==> src/hdl/sms_pkg.sv <==
// Shared types and constants for the sparse matrix store.
`default_nettype none

package sms_pkg;

  localparam int unsigned ENTRIES   = 64;
  localparam int unsigned COORD_MAX = 255;

  localparam int unsigned COORD_W   = 8;
  localparam int unsigned VALUE_W   = 32;
  localparam int unsigned CNT_W     = 7;
  localparam int unsigned CFG_IDX_W = 2;
  localparam int unsigned CFG_W     = 32;

  localparam logic [CFG_IDX_W-1:0] REG_NUM_ROWS      = 2'd0;
  localparam logic [CFG_IDX_W-1:0] REG_NUM_COLS      = 2'd1;
  localparam logic [CFG_IDX_W-1:0] REG_DEFAULT_VALUE = 2'd2;

  typedef enum logic [1:0] {
    STAT_OK    = 2'd0,
    STAT_RANGE = 2'd1,
    STAT_FULL  = 2'd2
  } status_t;

  typedef enum logic {
    TOK_SEARCH = 1'b0,
    TOK_ALLOC  = 1'b1
  } tok_op_t;

  typedef enum logic [1:0] {
    ST_IDLE,
    ST_SEARCH,
    ST_ALLOC,
    ST_DONE
  } ctrl_state_t;

  // Request token that walks the cell chain, one cell per cycle.
  typedef struct packed {
    logic                       active;
    tok_op_t                    op;
    logic                       write;
    logic                       del;      // written value equals the default
    logic [COORD_W-1:0]         row;
    logic [COORD_W-1:0]         col;
    logic signed [VALUE_W-1:0]  value;
    logic                       hit;      // search: cell found; alloc: entry claimed
    logic signed [VALUE_W-1:0]  rd_value;
  } tok_t;

endpackage

`default_nettype wire

==> src/hdl/sms_cell.sv <==
// One table entry of the chain: compare, update or drop, claim, and pass the token on.
`default_nettype none

module sms_cell (
  input  wire logic          clk,
  input  wire logic          rst,
  input  wire sms_pkg::tok_t tok_in,
  output sms_pkg::tok_t      tok_out
);

  logic                                valid;
  logic [sms_pkg::COORD_W-1:0]         row;
  logic [sms_pkg::COORD_W-1:0]         col;
  logic signed [sms_pkg::VALUE_W-1:0]  value;

  sms_pkg::tok_t tok_next;
  logic          match;
  logic          claim;
  logic          update;
  logic          drop;

  assign match = valid && (tok_in.row == row) && (tok_in.col == col);

  always_comb begin
    tok_next = tok_in;
    claim    = 1'b0;
    update   = 1'b0;
    drop     = 1'b0;
    if (tok_in.active) begin
      unique case (tok_in.op)
        sms_pkg::TOK_SEARCH: begin
          if (match) begin
            tok_next.hit      = 1'b1;
            tok_next.rd_value = value;
            if (tok_in.write) begin
              drop   = tok_in.del;
              update = !tok_in.del;
            end
          end
        end
        sms_pkg::TOK_ALLOC: begin
          // first free entry along the chain takes the cell
          if (!tok_in.hit && !valid) begin
            claim        = 1'b1;
            tok_next.hit = 1'b1;
          end
        end
        default: ;
      endcase
    end
  end

  always_ff @(posedge clk) begin
    if (rst) begin
      tok_out <= '0;
      valid   <= 1'b0;
    end else begin
      tok_out <= tok_next;
      if (claim) begin
        valid <= 1'b1;
        row   <= tok_in.row;
        col   <= tok_in.col;
        value <= tok_in.value;
      end else if (update) begin
        value <= tok_in.value;
      end else if (drop) begin
        valid <= 1'b0;
      end
    end
  end

endmodule

`default_nettype wire

==> config.mk <==
export PLATFORM = sky130hd
export DESIGN_NAME = sms_cell
export DESIGN_NICKNAME = d
export VERILOG_FILES = /design/src/hdl/sms_pkg.sv /design/src/hdl/sms_cell.sv
export SDC_FILE = /design/constraint.sdc
export NUM_CORES = 1
export LEC_CHECK = 0
export ABC_AREA = 1
export BUFFER_PORTS_ARGS = -buffer_cell sky130_fd_sc_hd__buf_2
export CORE_MARGIN = 1.5
export CORE_UTILIZATION = 48
export CTS_CLUSTER_SIZE = 8
export DETAILED_ROUTE_END_ITERATION = 10
export GPL_TIMING_DRIVEN = 0
export HOLD_SLACK_MARGIN = 0.06
export PLACE_DENSITY = 0.78
export SLEW_MARGIN = 20
export SYNTH_ARGS = -nofsm -noshare
export SYNTH_HDL_FRONTEND = slang
export SYNTH_SLANG_ARGS = --single-unit
==> constraint.sdc <==
create_clock -name clk -period 4.6 [get_ports clk]
set_input_delay 0.46 -clock clk [delete_from_list [all_inputs] [get_ports clk]]
set_output_delay 0.46 -clock clk [all_outputs]
set_load 0.1 [all_outputs]
# Word level (Yosys, flattened, before mapping)
# Cells that the tools add are included.
# classes
n_reduce_logical	11
n_bitwise	2
mux	21
eq_ne	3
# op_table
operator	count
32-bit 2-to-1 mux	3
33-bit 2-to-1 mux	2
8-bit equality test	2
1-bit 2-to-1 mux	15
2-bit AND reduction	3
2-bit nonzero test	2
1-bit logical AND	3
1-bit zero test	3
2-bit inequality test, second input constant	1
1-bit inverter	2
1-bit case mux with 2 select lines	1
# totals
output_inout_bits	85
elab_cells	50
reg_bits	134
inputBits	87

# Depth between registers and ports, before layout
# depth
ltp_word	9
ltp_mapped	12
mapped_depth_nobuf	10

# Least setup slack after synthesis
# Ideal clock, no wire load.
# synth_timing
path_kind	input -> register
start	input port tok_in[83] (netlist bit)
end	register value[0] (netlist bit), enable pin
path_slack_ps	907
setup_ps	466
arrival_ps	3227
cell_stages	7
required_ps	4134
path_buffers	0
path_cell_list	nor2_1 > nand2_1 > nor2_1 > nand2_1 > nor2_2 > nand4_1 > o21ai_0
# synth_via
elab_chain_cells	4
word_cells_on_any_way	6
classes_between	4 x mux; 2 x reduce/logical
# synth_lines
element	line_no	source
start, declared	sms_cell.sv:7	input wire sms_pkg::tok_t tok_in,
1-bit 2-to-1 mux	sms_cell.sv:30	unique case (tok_in.op)
1-bit 2-to-1 mux	sms_cell.sv:29	if (tok_in.active) begin
2-bit nonzero test (no line) (*)	--	
2-bit AND reduction (no line) (*)	--	
end signal, assigned	sms_cell.sv:63	value <= tok_in.value;
end signal, assigned	sms_cell.sv:65	value <= tok_in.value;
end, declared	sms_cell.sv:14	logic signed [sms_pkg::VALUE_W-1:0] value;
# Every way passes the cells marked *; elsewhere a longest branch is shown, timed or not.
# A chain may end at the register's enable or synchronous reset.

# Final worst setup path
# layout_timing
start	register row[5] (netlist bit)
end	register value[6] (netlist bit), enable pin
# layout_via
elab_chain_cells	8
# layout_lines
element	line_no	source
start, declared	sms_cell.sv:12	logic [sms_pkg::COORD_W-1:0] row;
start signal, assigned	sms_cell.sv:61	row <= tok_in.row;
8-bit equality test	sms_cell.sv:22	assign match = valid && (tok_in.row == row) && (tok_in.col == col);
1-bit logical AND (2 in a row)	sms_cell.sv:22	
1-bit 2-to-1 mux	sms_cell.sv:32	if (match) begin
1-bit 2-to-1 mux	sms_cell.sv:30	
1-bit 2-to-1 mux	sms_cell.sv:29	
2-bit nonzero test (no line)	--	
2-bit AND reduction (no line)	--	
# Every way passes these cells.

==> results.sh <==
export IMPL_synth_ff_type="dfxtp_1"
export IMPL_r2r_worst_path_cells=8
export IMPL_critical_path_cell_chain="nand2_1, nand2_1, nor2_1, nand2_1, nor2_2, nand4_1, o21ai_4, buf_16"
export IMPL_via_count=3575
export IMPL_rows=35
export IMPL_place_hpwl_um=7473
export IMPL_syn_inst=495
export IMPL_period_share_pct=47.18
export IMPL_intPower_uw=2192
export IMPL_clk_pin_slew_ns=0.06
export IMPL_max_freq_mhz=460.8
export IMPL_max_stage_delay_ns=0.55
export IMPL_fin_cells=828
export IMPL_start_util_pct=49.61
export IMPL_syn_area_per_cell_um2=9.261
export IMPL_dieArea_um2=10150
export IMPL_maxCapViolCount=0
export IMPL_yosysTopAreaCellShare_pct=37.55
export IMPL_cp_start_kind="flop"
export IMPL_critPathTopFamily="simple AND/OR/NAND/NOR gates"
export IMPL_grt_pass1_wl_um=16180
export IMPL_cts_made_buffers=17
export IMPL_maxUsedRoutingLayer="met4"
export IMPL_grt_usage_pct=21.16
export IMPL_routedLengthMet1_um=4312
export IMPL_die_h_um=100.7
export IMPL_worst_slew_pin_slew_ns=0.6470
export IMPL_p_comb_share_pct=14.8
export IMPL_io_buffer_count=171
export IMPL_p_sw_uw=928.3
export IMPL_layout_drive_gt1_share_pct=31.33
export IMPL_cts_sinks=134
export IMPL_final_hold_violation_count=0
export IMPL_timing_rr_start="row[5]"
export IMPL_cp_required_ns=4.81
export IMPL_hold_path_class="in -> reg"
export IMPL_slew_headroom_pct=56.82
export IMPL_antenna_left=0
export IMPL_die_width_um=100.7
export IMPL_place_ws_ns=2.286
export IMPL_p_clk_share_pct=43.9
export IMPL_fin_skew_ns=0.01042
export IMPL_cp_arrival_ns=2.38
export IMPL_end_kind="flop"
export IMPL_seq_area_frac_synth_pct=69.00
export IMPL_vias_per_cell=4.318
export IMPL_grt_pass1_vias=3487
export IMPL_synth_edf_count=48
export IMPL_synth_distinct_cells=21
export IMPL_grt_ovfl_total=0
export IMPL_rsz0062_at_grt="no"
export IMPL_netSwitchingFraction_pct=29.75
export IMPL_setup_viol=0
export IMPL_r2r_end="value[6]"
export IMPL_holdBufCountCts=0
export IMPL_place_gp_congestion=0.8644
export IMPL_startpoint="row[5]"
export IMPL_synth_fp_nets=582
export IMPL_io_pins=172
export IMPL_dr_pass1_iters=5
export IMPL_status="complete, no violations"
export IMPL_cpMostUsedCell="nand2_1"
export IMPL_crit_path_end="value[6]"
export IMPL_n_antenna_cell=0
export IMPL_nets=773
export IMPL_period_needed_ns=2.170
export IMPL_antenna_found_initial=0
export IMPL_root_buffer="clkbuf_8"
export IMPL_yosysWarnings=0
export IMPL_drtIter0Drc=114
export IMPL_drt_total_wl_um=10520
export IMPL_clkLatencyLatePin_ns=0.50
export IMPL_cts_resized=0
export IMPL_hold_ws_ns=0.1448
export IMPL_setup_slack_ns=2.430
export IMPL_wl_met3_um=695
export IMPL_netlist_top_cells_area="dfxtp_1, edfxtp_1, nor2_1, nand2_1, inv_1"
export IMPL_routed_wl_met2_um=5405
export IMPL_synth_commonest_cells="nor2_1, nand2_1, inv_1, dfxtp_1, edfxtp_1"
export IMPL_p_seq_share_pct=41.3
export IMPL_cp_depth=8
export IMPL_critPathBufInv=1
export IMPL_worstPathMaxFanout=17
export IMPL_cts_tree="built"
export IMPL_p_per_area_nw_per_um2=499.1
export IMPL_clock_path_buffers=2
export IMPL_r2r_slack_ns=2.43
export IMPL_grt_max_degree=18
export IMPL_hold_path_depth=1
export IMPL_place_inst=796
export IMPL_synth_seq_cells=134
export IMPL_vdd_drop_max_mv=0.2416
export IMPL_yosysMostFrequentCell="nor2_1"
export IMPL_async_flop_share_pct=0
export IMPL_wl_per_cell_um=12.70
export IMPL_core_um2=9240
export IMPL_crit_slowest_cell="o21ai_4"
export IMPL_drc=0
export IMPL_final_max_slew_viol_count=0
export IMPL_critPathKind="reg -> reg"
export IMPL_syn2layout_area_growth_pct=36.38
export IMPL_syn_area_um2=4584
export IMPL_htree_levels=4
export IMPL_post_route_cell_area_um2=6252
export IMPL_cts_setup_buffers=0
export IMPL_placed_area_um2=5640
export IMPL_p_leak_uw=0.003397
export IMPL_synth_largest_area_cell="dfxtp_1"
==> worst min-delay path by stage <==
| stage | start | to | slack, ns |
|---|---|---|---|
| 5_1_grt | tok_in[66] | col[1] | 0.12 |
| 6_report | tok_in[66] | col[1] | 0.14 |
| 4_1_cts | tok_in[66] | col[1] | 0.12 |
| 3_3_place_gp | value[24] | tok_out[24] | 0.45 |
| 2_1_floorplan | value[0] | tok_out[0] | 0.45 |
| 3_5_place_dp | value[23] | tok_out[23] | 0.46 |
==> flip-flops by register name, indices dropped and copies added (netlist names) <==
register	cells
col	8
row	8
tok_out	85
valid	1
value	32
==> cell families (layout without fill, tap and decap cells) <==
family | after synthesis | count (layout) | share of synthesized area [%]
xor+xnor | 2 | 2 | 0.3822
flops | 134 | 134 | 69.00
compound gates | 8 | 8 | 0.9277
buf+inv | 115 | 319 | 9.907
simple gates | 236 | 236 | 19.79
==> power groups by stage <==
stage | Combinational [µW] | Sequential (µW) | Clock [µW]
floorplan | 63.5 | 1610 | 0
global placement | 455 | 1310 | 0
detailed placement | 462 | 1310 | 0
CTS | 464 | 1290 | 1390
global route | 485 | 1290 | 1440
finish | 462 | 1290 | 1370
==> layout by cell type, fill, tap and decap left out, types with 3 or more instances in the layout <==
cell type    n
o21ai_1      3
buf_2      174
buf_1        4
nor2_1     125
clkbuf_16   17
nand3_1      3
nand2_1    102
clkinv_4     4
inv_6        4
dfxtp_1     86
edfxtp_1    48
inv_2        5
clkbuf_1     6
inv_1       94
==> per-stage QoR <==
step	utilization [%]	total power, µW	setup TNS (ns)
after floorplan	-	1670	0
after global placement	60.62	1768	-15.07
after detailed placement	61.04	1776	0
after CTS	67.66	3141	0
after global routing	67.66	3215	0
final	67.66	3120	0
==> layer usage <==
layer	up-vias	global-route usage, %
li1	1843	-
met1	1593	23.74
met2	129	37.99
met3	10	6.657
met4	0	7.042
met5	-	0
==> layout make-up <==
type	count	area, µm²
flip-flops and latches	134	3163
clock buffers	19	452.9
plain buffers	16	82.58
fillers	735	2988
repair buffers	172	883.3
well taps	129	161.4
clock inverters	13	158.9
multi-input cells	246	978.4
inverters	99	371.6
(Power assumes the default switching activity.)
