$ cat src/hdl/sms_pkg.sv
// Shared types and constants for the sparse matrix store.
`default_nettype none

package sms_pkg;

  localparam int unsigned ENTRIES   = 64;
  localparam int unsigned COORD_MAX = 255;

  localparam int unsigned COORD_W   = 8;
  localparam int unsigned VALUE_W   = 32;
  localparam int unsigned CNT_W     = 7;
  localparam int unsigned CFG_IDX_W = 2;
  localparam int unsigned CFG_W     = 32;

  localparam logic [CFG_IDX_W-1:0] REG_NUM_ROWS      = 2'd0;
  localparam logic [CFG_IDX_W-1:0] REG_NUM_COLS      = 2'd1;
  localparam logic [CFG_IDX_W-1:0] REG_DEFAULT_VALUE = 2'd2;

  typedef enum logic [1:0] {
    STAT_OK    = 2'd0,
    STAT_RANGE = 2'd1,
    STAT_FULL  = 2'd2
  } status_t;

  typedef enum logic {
    TOK_SEARCH = 1'b0,
    TOK_ALLOC  = 1'b1
  } tok_op_t;

  typedef enum logic [1:0] {
    ST_IDLE,
    ST_SEARCH,
    ST_ALLOC,
    ST_DONE
  } ctrl_state_t;

  // Request token that walks the cell chain, one cell per cycle.
  typedef struct packed {
    logic                       active;
    tok_op_t                    op;
    logic                       write;
    logic                       del;      // written value equals the default
    logic [COORD_W-1:0]         row;
    logic [COORD_W-1:0]         col;
    logic signed [VALUE_W-1:0]  value;
    logic                       hit;      // search: cell found; alloc: entry claimed
    logic signed [VALUE_W-1:0]  rd_value;
  } tok_t;

endpackage

`default_nettype wire

$ cat src/hdl/sms_if.sv
// Valid/ready channel interfaces for commands and results.
`default_nettype none

interface sms_cmd_if;
  logic                                        valid;
  logic                                        ready;
  logic                                        mode;
  logic [sms_pkg::COORD_W-1:0]                 row;
  logic [sms_pkg::COORD_W-1:0]                 col;
  logic signed [sms_pkg::VALUE_W-1:0]          value;

  modport source (output valid, mode, row, col, value, input ready);
  modport sink   (input valid, mode, row, col, value, output ready);
endinterface

interface sms_rsp_if;
  logic                                        valid;
  logic                                        ready;
  logic signed [sms_pkg::VALUE_W-1:0]          read_value;
  logic [1:0]                                  status;
  logic [sms_pkg::CNT_W-1:0]                   stored_count;

  modport source (output valid, read_value, status, stored_count, input ready);
  modport sink   (input valid, read_value, status, stored_count, output ready);
endinterface

`default_nettype wire

$ cat src/hdl/sms_ctrl.sv
// Sequencer: config registers, range check, token launch, count and result register.
`default_nettype none

module sms_ctrl (
  input  wire logic                            clk,
  input  wire logic                            rst,
  sms_cmd_if.sink                              cmd,
  sms_rsp_if.source                            result,
  input  wire logic                            cfg_we,
  input  wire logic [sms_pkg::CFG_IDX_W-1:0]   cfg_index,
  input  wire logic [sms_pkg::CFG_W-1:0]       cfg_data,
  output sms_pkg::tok_t                        launch,
  input  wire sms_pkg::tok_t                   tail
);

  logic [sms_pkg::COORD_W-1:0]         num_rows;
  logic [sms_pkg::COORD_W-1:0]         num_cols;
  logic signed [sms_pkg::VALUE_W-1:0]  dflt;

  sms_pkg::ctrl_state_t                state, state_next;
  sms_pkg::tok_t                       req, req_next;
  sms_pkg::tok_t                       launch_next;
  logic [sms_pkg::CNT_W-1:0]           count, count_next;
  logic signed [sms_pkg::VALUE_W-1:0]  res_value, res_value_next;
  sms_pkg::status_t                    res_status, res_status_next;

  logic                                out_valid, out_valid_next;
  logic signed [sms_pkg::VALUE_W-1:0]  out_value, out_value_next;
  sms_pkg::status_t                    out_status, out_status_next;
  logic [sms_pkg::CNT_W-1:0]           out_count, out_count_next;

  logic accept;
  logic in_range;

  assign cmd.ready           = (state == sms_pkg::ST_IDLE);
  assign accept              = cmd.valid && cmd.ready;
  assign result.valid        = out_valid;
  assign result.read_value   = out_value;
  assign result.status       = out_status;
  assign result.stored_count = out_count;

  assign in_range = (cmd.row != '0) && (cmd.row <= num_rows) &&
                    (32'(cmd.row) <= sms_pkg::COORD_MAX) &&
                    (cmd.col != '0) && (cmd.col <= num_cols) &&
                    (32'(cmd.col) <= sms_pkg::COORD_MAX);

  always_ff @(posedge clk) begin
    if (rst) begin
      num_rows <= '0;
      num_cols <= '0;
      dflt     <= '0;
    end else if (cfg_we) begin
      unique case (cfg_index)
        sms_pkg::REG_NUM_ROWS:      num_rows <= cfg_data[sms_pkg::COORD_W-1:0];
        sms_pkg::REG_NUM_COLS:      num_cols <= cfg_data[sms_pkg::COORD_W-1:0];
        sms_pkg::REG_DEFAULT_VALUE: dflt     <= cfg_data[sms_pkg::VALUE_W-1:0];
        default: ;
      endcase
    end
  end

  always_comb begin
    state_next      = state;
    req_next        = req;
    launch_next     = req;
    launch_next.active = 1'b0;
    count_next      = count;
    res_value_next  = res_value;
    res_status_next = res_status;
    out_valid_next  = out_valid && !result.ready;
    out_value_next  = out_value;
    out_status_next = out_status;
    out_count_next  = out_count;

    unique case (state)
      sms_pkg::ST_IDLE: begin
        if (accept) begin
          req_next.active   = 1'b1;
          req_next.op       = sms_pkg::TOK_SEARCH;
          req_next.write    = cmd.mode;
          req_next.del      = (cmd.value == dflt);
          req_next.row      = cmd.row;
          req_next.col      = cmd.col;
          req_next.value    = cmd.value;
          req_next.hit      = 1'b0;
          req_next.rd_value = '0;
          if (!in_range) begin
            res_value_next  = cmd.mode ? '0 : dflt;
            res_status_next = sms_pkg::STAT_RANGE;
            state_next      = sms_pkg::ST_DONE;
          end else begin
            launch_next = req_next;
            state_next  = sms_pkg::ST_SEARCH;
          end
        end
      end
      sms_pkg::ST_SEARCH: begin
        if (tail.active) begin
          res_status_next = sms_pkg::STAT_OK;
          res_value_next  = '0;
          state_next      = sms_pkg::ST_DONE;
          if (!req.write) begin
            res_value_next = tail.hit ? tail.rd_value : dflt;
          end else if (tail.hit) begin
            if (req.del && count != '0) count_next = count - 1'b1;
          end else if (!req.del) begin
            if (32'(count) == sms_pkg::ENTRIES) begin
              res_status_next = sms_pkg::STAT_FULL;
            end else begin
              // miss with room left: send a claim token down the chain
              launch_next     = req;
              launch_next.op  = sms_pkg::TOK_ALLOC;
              launch_next.hit = 1'b0;
              state_next      = sms_pkg::ST_ALLOC;
            end
          end
        end
      end
      sms_pkg::ST_ALLOC: begin
        if (tail.active) begin
          count_next = count + 1'b1;
          state_next = sms_pkg::ST_DONE;
        end
      end
      sms_pkg::ST_DONE: begin
        // hold until the result register is free or draining
        if (!out_valid || result.ready) begin
          out_valid_next  = 1'b1;
          out_value_next  = res_value;
          out_status_next = res_status;
          out_count_next  = count;
          state_next      = sms_pkg::ST_IDLE;
        end
      end
      default: state_next = sms_pkg::ST_IDLE;
    endcase
  end

  always_ff @(posedge clk) begin
    if (rst) begin
      state     <= sms_pkg::ST_IDLE;
      count     <= '0;
      out_valid <= 1'b0;
      launch    <= '0;
    end else begin
      state     <= state_next;
      count     <= count_next;
      out_valid <= out_valid_next;
      launch    <= launch_next;
    end
  end

  always_ff @(posedge clk) begin
    req        <= req_next;
    res_value  <= res_value_next;
    res_status <= res_status_next;
    out_value  <= out_value_next;
    out_status <= out_status_next;
    out_count  <= out_count_next;
  end

endmodule

`default_nettype wire

$ cat src/flat_wrapper.sv
// flat-port wrapper written by rule: the top's interface ports become plain ports
module sms_ctrl_flat 
  (clk, rst, cfg_we, cfg_index, cfg_data, launch, tail, cmd_valid, cmd_mode, cmd_row, cmd_col, cmd_value, cmd_ready, result_valid, result_read_value, result_status, result_stored_count, result_ready);
  sms_cmd_if cmd_i ();
  sms_rsp_if result_i ();
  input  wire logic clk;
  input  wire logic rst;
  input  wire logic cfg_we;
  input  wire logic [sms_pkg::CFG_IDX_W-1:0] cfg_index;
  input  wire logic [sms_pkg::CFG_W-1:0] cfg_data;
  output sms_pkg::tok_t launch;
  input  wire sms_pkg::tok_t tail;
  input wire logic [$bits(cmd_i.valid)-1:0] cmd_valid;
  input wire logic [$bits(cmd_i.mode)-1:0] cmd_mode;
  input wire logic [$bits(cmd_i.row)-1:0] cmd_row;
  input wire logic [$bits(cmd_i.col)-1:0] cmd_col;
  input wire logic [$bits(cmd_i.value)-1:0] cmd_value;
  output wire logic [$bits(cmd_i.ready)-1:0] cmd_ready;
  output wire logic [$bits(result_i.valid)-1:0] result_valid;
  output wire logic [$bits(result_i.read_value)-1:0] result_read_value;
  output wire logic [$bits(result_i.status)-1:0] result_status;
  output wire logic [$bits(result_i.stored_count)-1:0] result_stored_count;
  input wire logic [$bits(result_i.ready)-1:0] result_ready;
  assign cmd_i.valid = cmd_valid;
  assign cmd_i.mode = cmd_mode;
  assign cmd_i.row = cmd_row;
  assign cmd_i.col = cmd_col;
  assign cmd_i.value = cmd_value;
  assign cmd_ready = cmd_i.ready;
  assign result_valid = result_i.valid;
  assign result_read_value = result_i.read_value;
  assign result_status = result_i.status;
  assign result_stored_count = result_i.stored_count;
  assign result_i.ready = result_ready;
  sms_ctrl u_core (.clk(clk), .rst(rst), .cmd(cmd_i), .result(result_i), .cfg_we(cfg_we), .cfg_index(cfg_index), .cfg_data(cfg_data), .launch(launch), .tail(tail));
endmodule
$ cat config.mk
export PLATFORM = sky130hd
export DESIGN_NAME = sms_ctrl_flat
export DESIGN_NICKNAME = d
export VERILOG_FILES = /design/src/hdl/sms_pkg.sv /design/src/hdl/sms_if.sv /design/src/hdl/sms_ctrl.sv /design/src/flat_wrapper.sv
export SDC_FILE = /design/constraint.sdc
export NUM_CORES = 1
export LEC_CHECK = 0
export BUFFER_PORTS_ARGS = -buffer_cell sky130_fd_sc_hd__buf_2
export CORE_ASPECT_RATIO = 0.5
export CORE_MARGIN = 8
export CORE_UTILIZATION = 45
export DETAILED_ROUTE_END_ITERATION = 10
export PLACE_DENSITY_LB_ADDON = 0.12
export SLEW_MARGIN = 20
export SYNTH_ARGS = -nofsm -noshare
export SYNTH_HDL_FRONTEND = slang
export SYNTH_SLANG_ARGS = --single-unit
export TNS_END_PERCENT = 50
$ cat constraint.sdc
create_clock -name clk -period 6.9 [get_ports clk]
set_input_delay 1.725 -clock clk [delete_from_list [all_inputs] [get_ports clk]]
set_output_delay 1.725 -clock clk [all_outputs]
set_load 0.05 [all_outputs]
# --- Word level (Yosys, flattened, before mapping) ---
# Index checks and enable logic that the tools add are counted.
word_totals:
  reg_bits: 268
  inputBits: 173
  word_cells: 109
op_classes:
  n_addsub: 2
  order_cmp: 2
  eq_ne: 15
  mux: 41
  reduce_logical: 24
ops:
  columns: ["cell", "count"]
  rows:
  - ["85-bit two-way mux", 7]
  - ["32-bit two-way mux", 6]
  - ["85-bit case mux with 2 select lines", 1]
  - ["32-bit case mux with 2 select lines", 1]
  - ["7-bit two-way mux", 5]
  - ["32-bit == test", 1]
  - ["2-bit two-way mux", 15]
  - ["8-bit <= comparator", 2]
  - ["8-bit nonzero test", 2]
  - ["7-bit case mux with 2 select lines", 1]
  - ["2-bit inequality test, second input constant", 5]
  - ["2-bit AND reduction", 5]
  - ["2-bit case mux with 4 select lines", 1]
  - ["4-bit AND reduction", 2]
  - ["7-bit by 1-bit adder with 7-bit output, second input constant", 1]
  - ["7-bit == test, second input constant", 1]
  - ["7-bit nonzero test", 1]
  - ["7-bit by 1-bit subtractor with 7-bit output, second input constant", 1]
  - ["2-bit == test, second input constant", 3]
  - ["1-bit logical AND", 6]
  - ["2-bit by 1-bit inequality test with 1-bit output, second input constant", 3]
  - ["6-bit AND reduction", 1]
  - ["2-bit by 1-bit == test with 1-bit output, second input constant", 2]
  - ["2-bit zero test", 2]
  - ["5 further kinds", 9]

# --- Logic depth before layout (Yosys ltp) ---
# Gate-level depths: netlist of run 1.
depth:
  ltp_word: 7
  depth_mapped: 10

# --- Worst setup path after synthesis of run 1 ---
# OpenSTA, ideal clock, no wires.
synth_path:
  kind: "input to register"
  startpoint: "input cmd_col[7]"
  endpoint: "register u_core.res_status[0] (enable)"
  setup_time_ps: 436
  t_arrival_ps: 4323
  required_ps: 6464
  slack_ps: 2141
  stages: 7
  path_buffers: 0
  cell_sequence: "ha_1 -> nand4_1 -> nand2b_1 -> a21o_1 -> nand4_1 -> o21ai_0 -> a21oi_1"
synth_between:
  elab_chain_cells: 5
  elab_cells_between_ends: 6
  cone_classes: "1 x order compare; 1 x eq/ne; 4 x reduce/logical"
synth_lines:
  columns: ["element", "line_no", "rtl"]
  rows:
  - ["from (decl)", "flat_wrapper.sv:16", "input wire logic [$bits(cmd_i.col)-1:0] cmd_col;"]
  - ["branches (longest 2 deep; another with 8-bit <= comparator)", null, null]
  - ["1-bit logical AND (*)", "sms_ctrl.sv:44", "(cmd.col != '0) && (cmd.col <= num_cols) &&"]
  - ["2-bit inequality test (no line) (*)", null, null]
  - ["4-bit AND reduction (no line) (*)", null, null]
  - ["to (signal assigned)", "sms_ctrl.sv:156", "res_status <= res_status_next;"]
  - ["to (decl)", "sms_ctrl.sv:25", "sms_pkg::status_t res_status, res_status_next;"]
# Mark *: on every way between the ends.
# A chain may end at the register's enable or synchronous reset.

# --- Worst setup path after layout of run 1 ---
layout_path:
  startpoint: "input cmd_col[5]"
  endpoint: "register, netlist name u_core.launch[35]"
layout_between:
  elab_chain_cells: 6
  elab_cells_between_ends: 7
  cone_classes: "1 x order compare; 3 x mux; 3 x reduce/logical"
layout_lines:
  columns: ["element", "line_no", "rtl"]
  rows:
  - ["branches (longest 2 deep; another with 8-bit <= comparator)", null, null]
  - ["1-bit logical AND (*)", "sms_ctrl.sv:44", null]
  - ["85-bit two-way mux (*)", "sms_ctrl.sv:87", "if (!in_range) begin"]
  - ["85-bit two-way mux (*)", "sms_ctrl.sv:77", "if (accept) begin"]
  - ["85-bit case mux with 2 select lines (*)", "sms_ctrl.sv:75", "unique case (state)"]
# Marks and branches as above.

==> out/summary.txt, run 1 <==
Total Neg Setup Slack -> 0 ps
Peak VDD IR -> 0.417 mV
Slew @ Worst Pin -> 1020 ps
Crit end category -> flop
CTS tree -> yes
Final min period -> 3780 ps
GRT Residual Overflow -> 0
Worst hold slack -> 418 ps
Pwr Density -> 391 nW/um^2
DIE AREA -> 25400 um^2
CTS resizes -> 0
RSZ-0062 raised after global routing -> false
Top cells by area, synth -> edfxtp_1 41%, dfxtp_1 24%, a22o_1 7.9%
Number of fill cells -> 1689
Top-area cell type share of the netlist area -> 0.411
Worst hold-check path type -> flop to flop
Dpl cell area -> 10400 um^2
RD Place Congestion -> 0.875
Diode count -> 0
Slew headroom -> 0.315
DR vias/cell -> 5.12
Final setup viols -> 0
Clock transition at path regs -> 60 ps
Top FF cell, synth -> edfxtp_1
Slowest CP cell -> a31oi_4
Final routed DRC violation total -> 0
Sequential share of the synthesized area -> 0.652
Max Cap Viol -> 0
Layout Nets -> 1134
EDFF count, synth -> 125
Effective utilization at floorplan -> 0.464
Vias in the first global route -> 6301
Achievable Freq -> 265 MHz
Fin. Hold Viols -> 0
Distinct cells, synth -> 49
Total number of vias -> 6226
Startpoint Class -> input port
Initial antenna violation count -> 1
Cell Chain, Critical Path -> buf_2, ha_1, nand4_1, nand2b_1, a21o_1, and4_1, a31oi_4, buf_4, a22o_1
Post-DRT Antenna Nets -> 0
Hold_buf cts -> 0
Number of top-level pins -> 301
Period utilization -> 0.548
Row Count -> 36
WHS Path Cells -> 0
Core footprint -> 19700 um^2
WS Path Type -> input port to flop
HP Start -> u_core.res_value[17]
Cell chosen for the clock root -> clkbuf_16
Post-synth top cells -> 125 x edfxtp_1, 110 x dfxtp_1, 82 x a22o_1, 70 x nand2_1, 49 x a21oi_1
Die span in x -> 217 um
Worst-Skew Late Latency -> 500 ps
Core Util, Final -> 0.568
Level count of the clock H-tree -> 1
Buf+Inv Stages, Crit Path -> 2
Drt pass-1 iters -> 5
CP max FO -> 28
Deepest clock path buffer count -> 3
Worst reg2reg path endpoint -> u_core.launch[35]
Cell count along the critical path -> 9
First-pass GRT wire length -> 36000 um
Placed Instances -> 1176
Post-Layout Cell Count -> 1217
Worst reg2reg path depth -> 9
Syn avg cell area -> 12.7 um^2
Hold EP -> u_core.result.read_value[17]
Total CTS buffers -> 22
Clock sink total -> 235
DRT iter0 DRCs -> 385
Synth Instances -> 719
Netlist Area Pre-Place -> 9130 um^2
CP delay by family, top -> compound AO/OA/AOI/OAI gates
R2R setup slack -> 3720 ps
DIE HEIGHT -> 117 um
Top cell type by total area after synthesis -> edfxtp_1
Status -> finished clean
Pin count of the biggest net entering global routing -> 64
HPWL Detailed -> 16900 um
Layout cells sized above 1 -> 0.286
Total number of yosys warnings -> 0
RR Startpoint -> u_core.state[1]
Clock Skews -> 11.6 ps
Fin area -> 11200 um^2
Most common cell in the netlist -> edfxtp_1
Input/output buffers -> 216
Asr flop ratio synth -> 0
Crit-path max cell delay -> 650 ps
Pleak -> 4.72 nW
Flops & latches, synth -> 235
Post-CTS setup buffer count -> 0
Routed WL -> 23900 um
Max-slew violations -> 0
Syn-to-layout area delta -> 22.5%
Req. time, crit path -> 7340 ps
Total GRT Usage -> 0.182
Worst EP arrival -> 4220 ps
DR WL/cell -> 19.7 um
==> worst reg2reg max path, stage by stage, from the launching register on <==
cell,delay (ps)
dfxtp_1,330
inv_1,120
ha_1,350
and2_2,200
buf_4,590
o21a_1,320
nor3b_4,370
buf_6,250
buf_4,370
a22o_1,210
==> worst max path at each step <==
stage | startpoint | endpoint
after floorplan | cmd_col[7] | u_core.res_status[0]
after global placement | cmd_row[5] | u_core.launch[41]
after detailed placement | cmd_row[5] | u_core.launch[35]
after CTS | cmd_row[5] | u_core.launch[35]
after global routing | cmd_col[7] | u_core.launch[35]
final | cmd_col[5] | u_core.launch[35]
==> cell type report <==
cell class | count | area, um^2 | area share
sequential | 235 | 5960 | 0.533
multi-input combinational | 427 | 2880 | 0.257
timing repair buffer | 227 | 1170 | 0.104
clock buffer | 27 | 601 | 0.0537
tap | 266 | 333 | 0.0298
clock inverter | 13 | 168 | 0.0150
inverter | 22 | 82.6 | 0.00738
==> layout by cell type (no fill, tap or decap), types with 2 or more instances in the layout <==
master     count
clkbuf_16     23
a22o_1        82
o21ai_0        4
nand2_1       70
a21oi_1       48
conb_1        33
xor2_1        33
o21ai_1        2
bufinv_16      4
a211oi_1       3
a21o_1         3
clkbuf_1       3
buf_2        216
clkinv_2       4
o41ai_1        2
a2111oi_0      2
a21oi_2        2
mux2i_1       11
nand3b_1       3
nor4_1        14
edfxtp_1     125
ha_1          25
dfxtp_1      110
o21a_1         3
buf_4         10
o211ai_1       4
nor2b_1        5
xnor2_1        2
inv_1         21
nand4_1        9
nor3_1         4
nor2_1        39
nor3b_1        2
o31ai_1        2
clkinv_1       3
==> kinds of logic after synthesis <==
group / after synthesis / synth area share
buffers and inverters: 89 / 0.0517
DFF: 235 / 0.652
AOI/OAI and AO/OA: 164 / 0.132
and+or+nand+nor: 158 / 0.0814
muxes: 11 / 0.0121
xor gates and xnor gates: 35 / 0.0336
adders and majority gates: 26 / 0.0364
other: 1 / 0.000411
==> metal layers <==
layer  wire length (um)  up-vias  part of all wire  GRT usage
met5                 10        -           0.00042          0
met4                591        2             0.025     0.0493
met3               1300       43             0.054     0.0377
met2              11100      183              0.47      0.295
met1              10900     2991              0.46      0.247
li1                   -     3007                 -          -
==> flip-flops by register name, indices dropped and copies added, names as in the netlist, 2 cells and up <==
name	flops
u_core.num_cols	8
u_core.result.status	2
u_core.launch	52
u_core.num_rows	8
u_core.res_status	2
u_core.state	2
u_core.req	50
u_core.dflt	32
u_core.res_value	32
u_core.result.read_value	32
u_core.result.stored_count	7
u_core.count	7
==> through the flow <==
stage | setup WS (ps) | power [mW]
floorplan | 2140 | 2.80
global placement | 2320 | 3.09
detailed placement | 2220 | 3.11
CTS | 2720 | 4.41
global route | 2890 | 4.59
finish | 3120 | 4.37
==> power by group <==
group / switching (mW) / internal, mW / total, mW
combinational: 0.823 / 0.320 / 1.14
sequential: 0.0928 / 1.84 / 1.93
clock: 0.525 / 0.770 / 1.30
total: 1.44 / 2.93 / 4.37
Power figures use the tool's default switching activity.
==> inputs of run 2 (changes only) <==
==> constraint.sdc (replaced) <==
create_clock -name clk -period 3.6 [get_ports clk]
set_input_delay 0.9 -clock clk [delete_from_list [all_inputs] [get_ports clk]]
set_output_delay 0.9 -clock clk [all_outputs]
set_load 0.05 [all_outputs]
==> run 2 against run 1 <==
  * Clock power is 75% higher
  * Combinational power rose by 95%
  * Flip-flop and latch count unchanged
  * Wire length increased by 1.3%
  * Critical path type is now flop to flop
  * Largest cell class unchanged
  * Highest routed layer unchanged
==> out/summary.txt, run 2 (same netlist as run 1, synthesis figures left out) <==
Status -> finished clean
Input/output buffers -> 216 (unchanged)
First-pass GRT wire length -> 36300 um (+0.67%)
Worst reg2reg path depth -> 10 (+1)
Clock power share -> 0.278 (-0.019)
DIE AREA -> 25400 um^2 (unchanged)
Comb pwr share -> 0.270 (+0.008)
Final routed DRC violation total -> 0 (unchanged)
Slowest CP cell -> a2111oi_0
DR vias/cell -> 5.12 (about the same)
Worst EP arrival -> 3180 ps (-1040 ps)
Top Registers -> u_core.launch x52, u_core.req x50
Total Neg Setup Slack -> 0 ps (unchanged)
Pleak -> 4.70 nW (-0.53%)
Clock sink total -> 235 (unchanged)
RSZ-0062 raised after global routing -> false
Internal power consumption -> 5.44 mW (+86%)
Leading cell types in the layout, fill and taps excluded -> 216 x buf_2, 125 x edfxtp_1, 110 x dfxtp_1
RD Place Congestion -> 0.839 (-4.1%)
Cell chosen for the clock root -> clkbuf_16
Post-CTS setup buffer count -> 0 (unchanged)
Row Count -> 36 (unchanged)
Buf+Inv Stages, Crit Path -> 2 (unchanged)
Period utilization -> 0.778
Achievable Freq -> 357 MHz
Vias in the first global route -> 6306 (+0.079%)
Sequential fraction of design power -> 0.452 (+0.010)
Slew headroom -> 0.329 (+0.0145)
CTS resizes -> 0 (unchanged)
Initial antenna violation count -> 2 (+1)
Drt pass-1 iters -> 5 (unchanged)
Total GRT Usage -> 0.185 (+0.00329)
Effective utilization at floorplan -> 0.464 (unchanged)
Final min period -> 2800 ps
Level count of the clock H-tree -> 1 (unchanged)
Hold_buf cts -> 0 (unchanged)
CTS tree -> yes
Max Cap Viol -> 0 (unchanged)
Max FFs per register -> 52 (unchanged)
Clock transition at path regs -> 70 ps (about the same)
Startpoint Class -> flop
WHS Path Cells -> 0 (unchanged)
Max-slew violations -> 0 (unchanged)
Syn-to-layout area delta -> 22.0%
Routed WL -> 24300 um (+1.3%)
DR WL/cell -> 19.9 um (+1.1%)
Crit end category -> flop
Cell count along the critical path -> 10 (+1)
Number of top-level pins -> 301 (unchanged)
Core footprint -> 19700 um^2 (unchanged)
Total number of vias -> 6242 (+0.26%)
DIE HEIGHT -> 117 um (unchanged)
Deepest clock path buffer count -> 3 (unchanged)
Total power -> 8.19 mW (+88%)
Most common cell after layout, fill and taps aside -> buf_2
Cell Chain, Critical Path -> inv_1, ha_1, inv_1, ha_1, a211oi_1, or4b_1, o41ai_1, a2111oi_0, xnor2_1, nor2_1
Switch share -> 0.336 (+0.00628)
Req. time, crit path -> 3980 ps (-3360 ps)
Final setup viols -> 0 (unchanged)
Layout Nets -> 1136 (+0.18%)
HPWL Detailed -> 17500 um (+3.6%)
Pwr Density -> 736 nW/um^2 (+88%)
Post-DRT Antenna Nets -> 0 (unchanged)
Crit-path max cell delay -> 530 ps (-120 ps)
Worst hold-check path type -> flop to flop
Fin. Hold Viols -> 0 (unchanged)
GRT Residual Overflow -> 0 (unchanged)
Most flop-heavy register -> u_core.launch
Clock Skews -> 20.1 ps (+8.48 ps)
WS Path Type -> flop to flop
DRT iter0 DRCs -> 401 (+4.2%)
Pin count of the biggest net entering global routing -> 62 (-3.1%)
Worst-Skew Late Latency -> 520 ps (+20 ps)
Layout cells sized above 1 -> 0.281 (-0.00480)
Psw -> 2.75 mW (+91%)
Die span in x -> 217 um (unchanged)
CP max FO -> 11 (-61%)
CP delay by family, top -> compound AO/OA/AOI/OAI gates
Slew @ Worst Pin -> 1000 ps (-21.6 ps)
Peak VDD IR -> 0.377 mV (-9.8%)
Total CTS buffers -> 22 (unchanged)
==> run 2: cell types whose count changed in the layout (fill, tap and decap cells not counted), sizes merged <==
cell / previous run / this run
clkinvlp: 1 / 0
buf: 227 / 229
clkbuf: 27 / 30
bufinv: 4 / 2
diode: 0 / 1
==> run 2: worst paths after layout <==
path / startpoint / to / slack, ps
setup / recovery: u_core.state[0] / u_core.count[6] / 800
hold reg to reg: u_core.res_value[9] / u_core.result.read_value[9] / 410
setup reg to reg: u_core.state[0] / u_core.count[6] / 800
hold / removal: u_core.res_value[9] / u_core.result.read_value[9] / 410
==> run 2: area by class of cell <==
cell class | instances | area, um^2
multi-input cells | 427 | 2880
clock inverters | 10 | 105
well taps | 266 | 333
clock buffers | 30 | 591
flip-flops and latches | 235 | 5960
fillers | 1712 | 8550
inverters | 22 | 82.6
diodes | 1 | 2.50
repair buffers | 229 | 1190
==> run 2: per-stage QoR <==
stage | cells | area (um^2) | worst slack, ps | hold slack (ps) | utilization
floorplan | 751 | 9260 | 351 | 400 | -
global placement | 1179 | 10400 | 480 | 402 | 0.530
detailed placement | 1179 | 10400 | 436 | 405 | 0.530
CTS | 1219 | 11100 | 741 | 418 | 0.566
global route | 1220 | 11100 | 500 | 425 | 0.566
finish | 1220 | 11100 | 798 | 411 | 0.566
==> run 2: layer usage <==
layer  up-vias  global-route usage  routed length (um)
met3        27              0.0483                1360
met4         2              0.0399                 343
met2       163               0.305               11300
met5         -                   0                  10
met1      3041               0.245               11200
li1       3009                   -                   -
==> run 2: power groups by stage <==
stage / Sequential (mW) / Combinational [mW] / Clock (mW)
2_1_floorplan: 4.26 / 1.10 / 0
3_3_place_gp: 3.74 / 2.19 / 0
3_5_place_dp: 3.76 / 2.23 / 0
4_1_cts: 3.71 / 2.24 / 2.33
5_1_grt: 3.75 / 2.40 / 2.45
6_report: 3.70 / 2.22 / 2.28
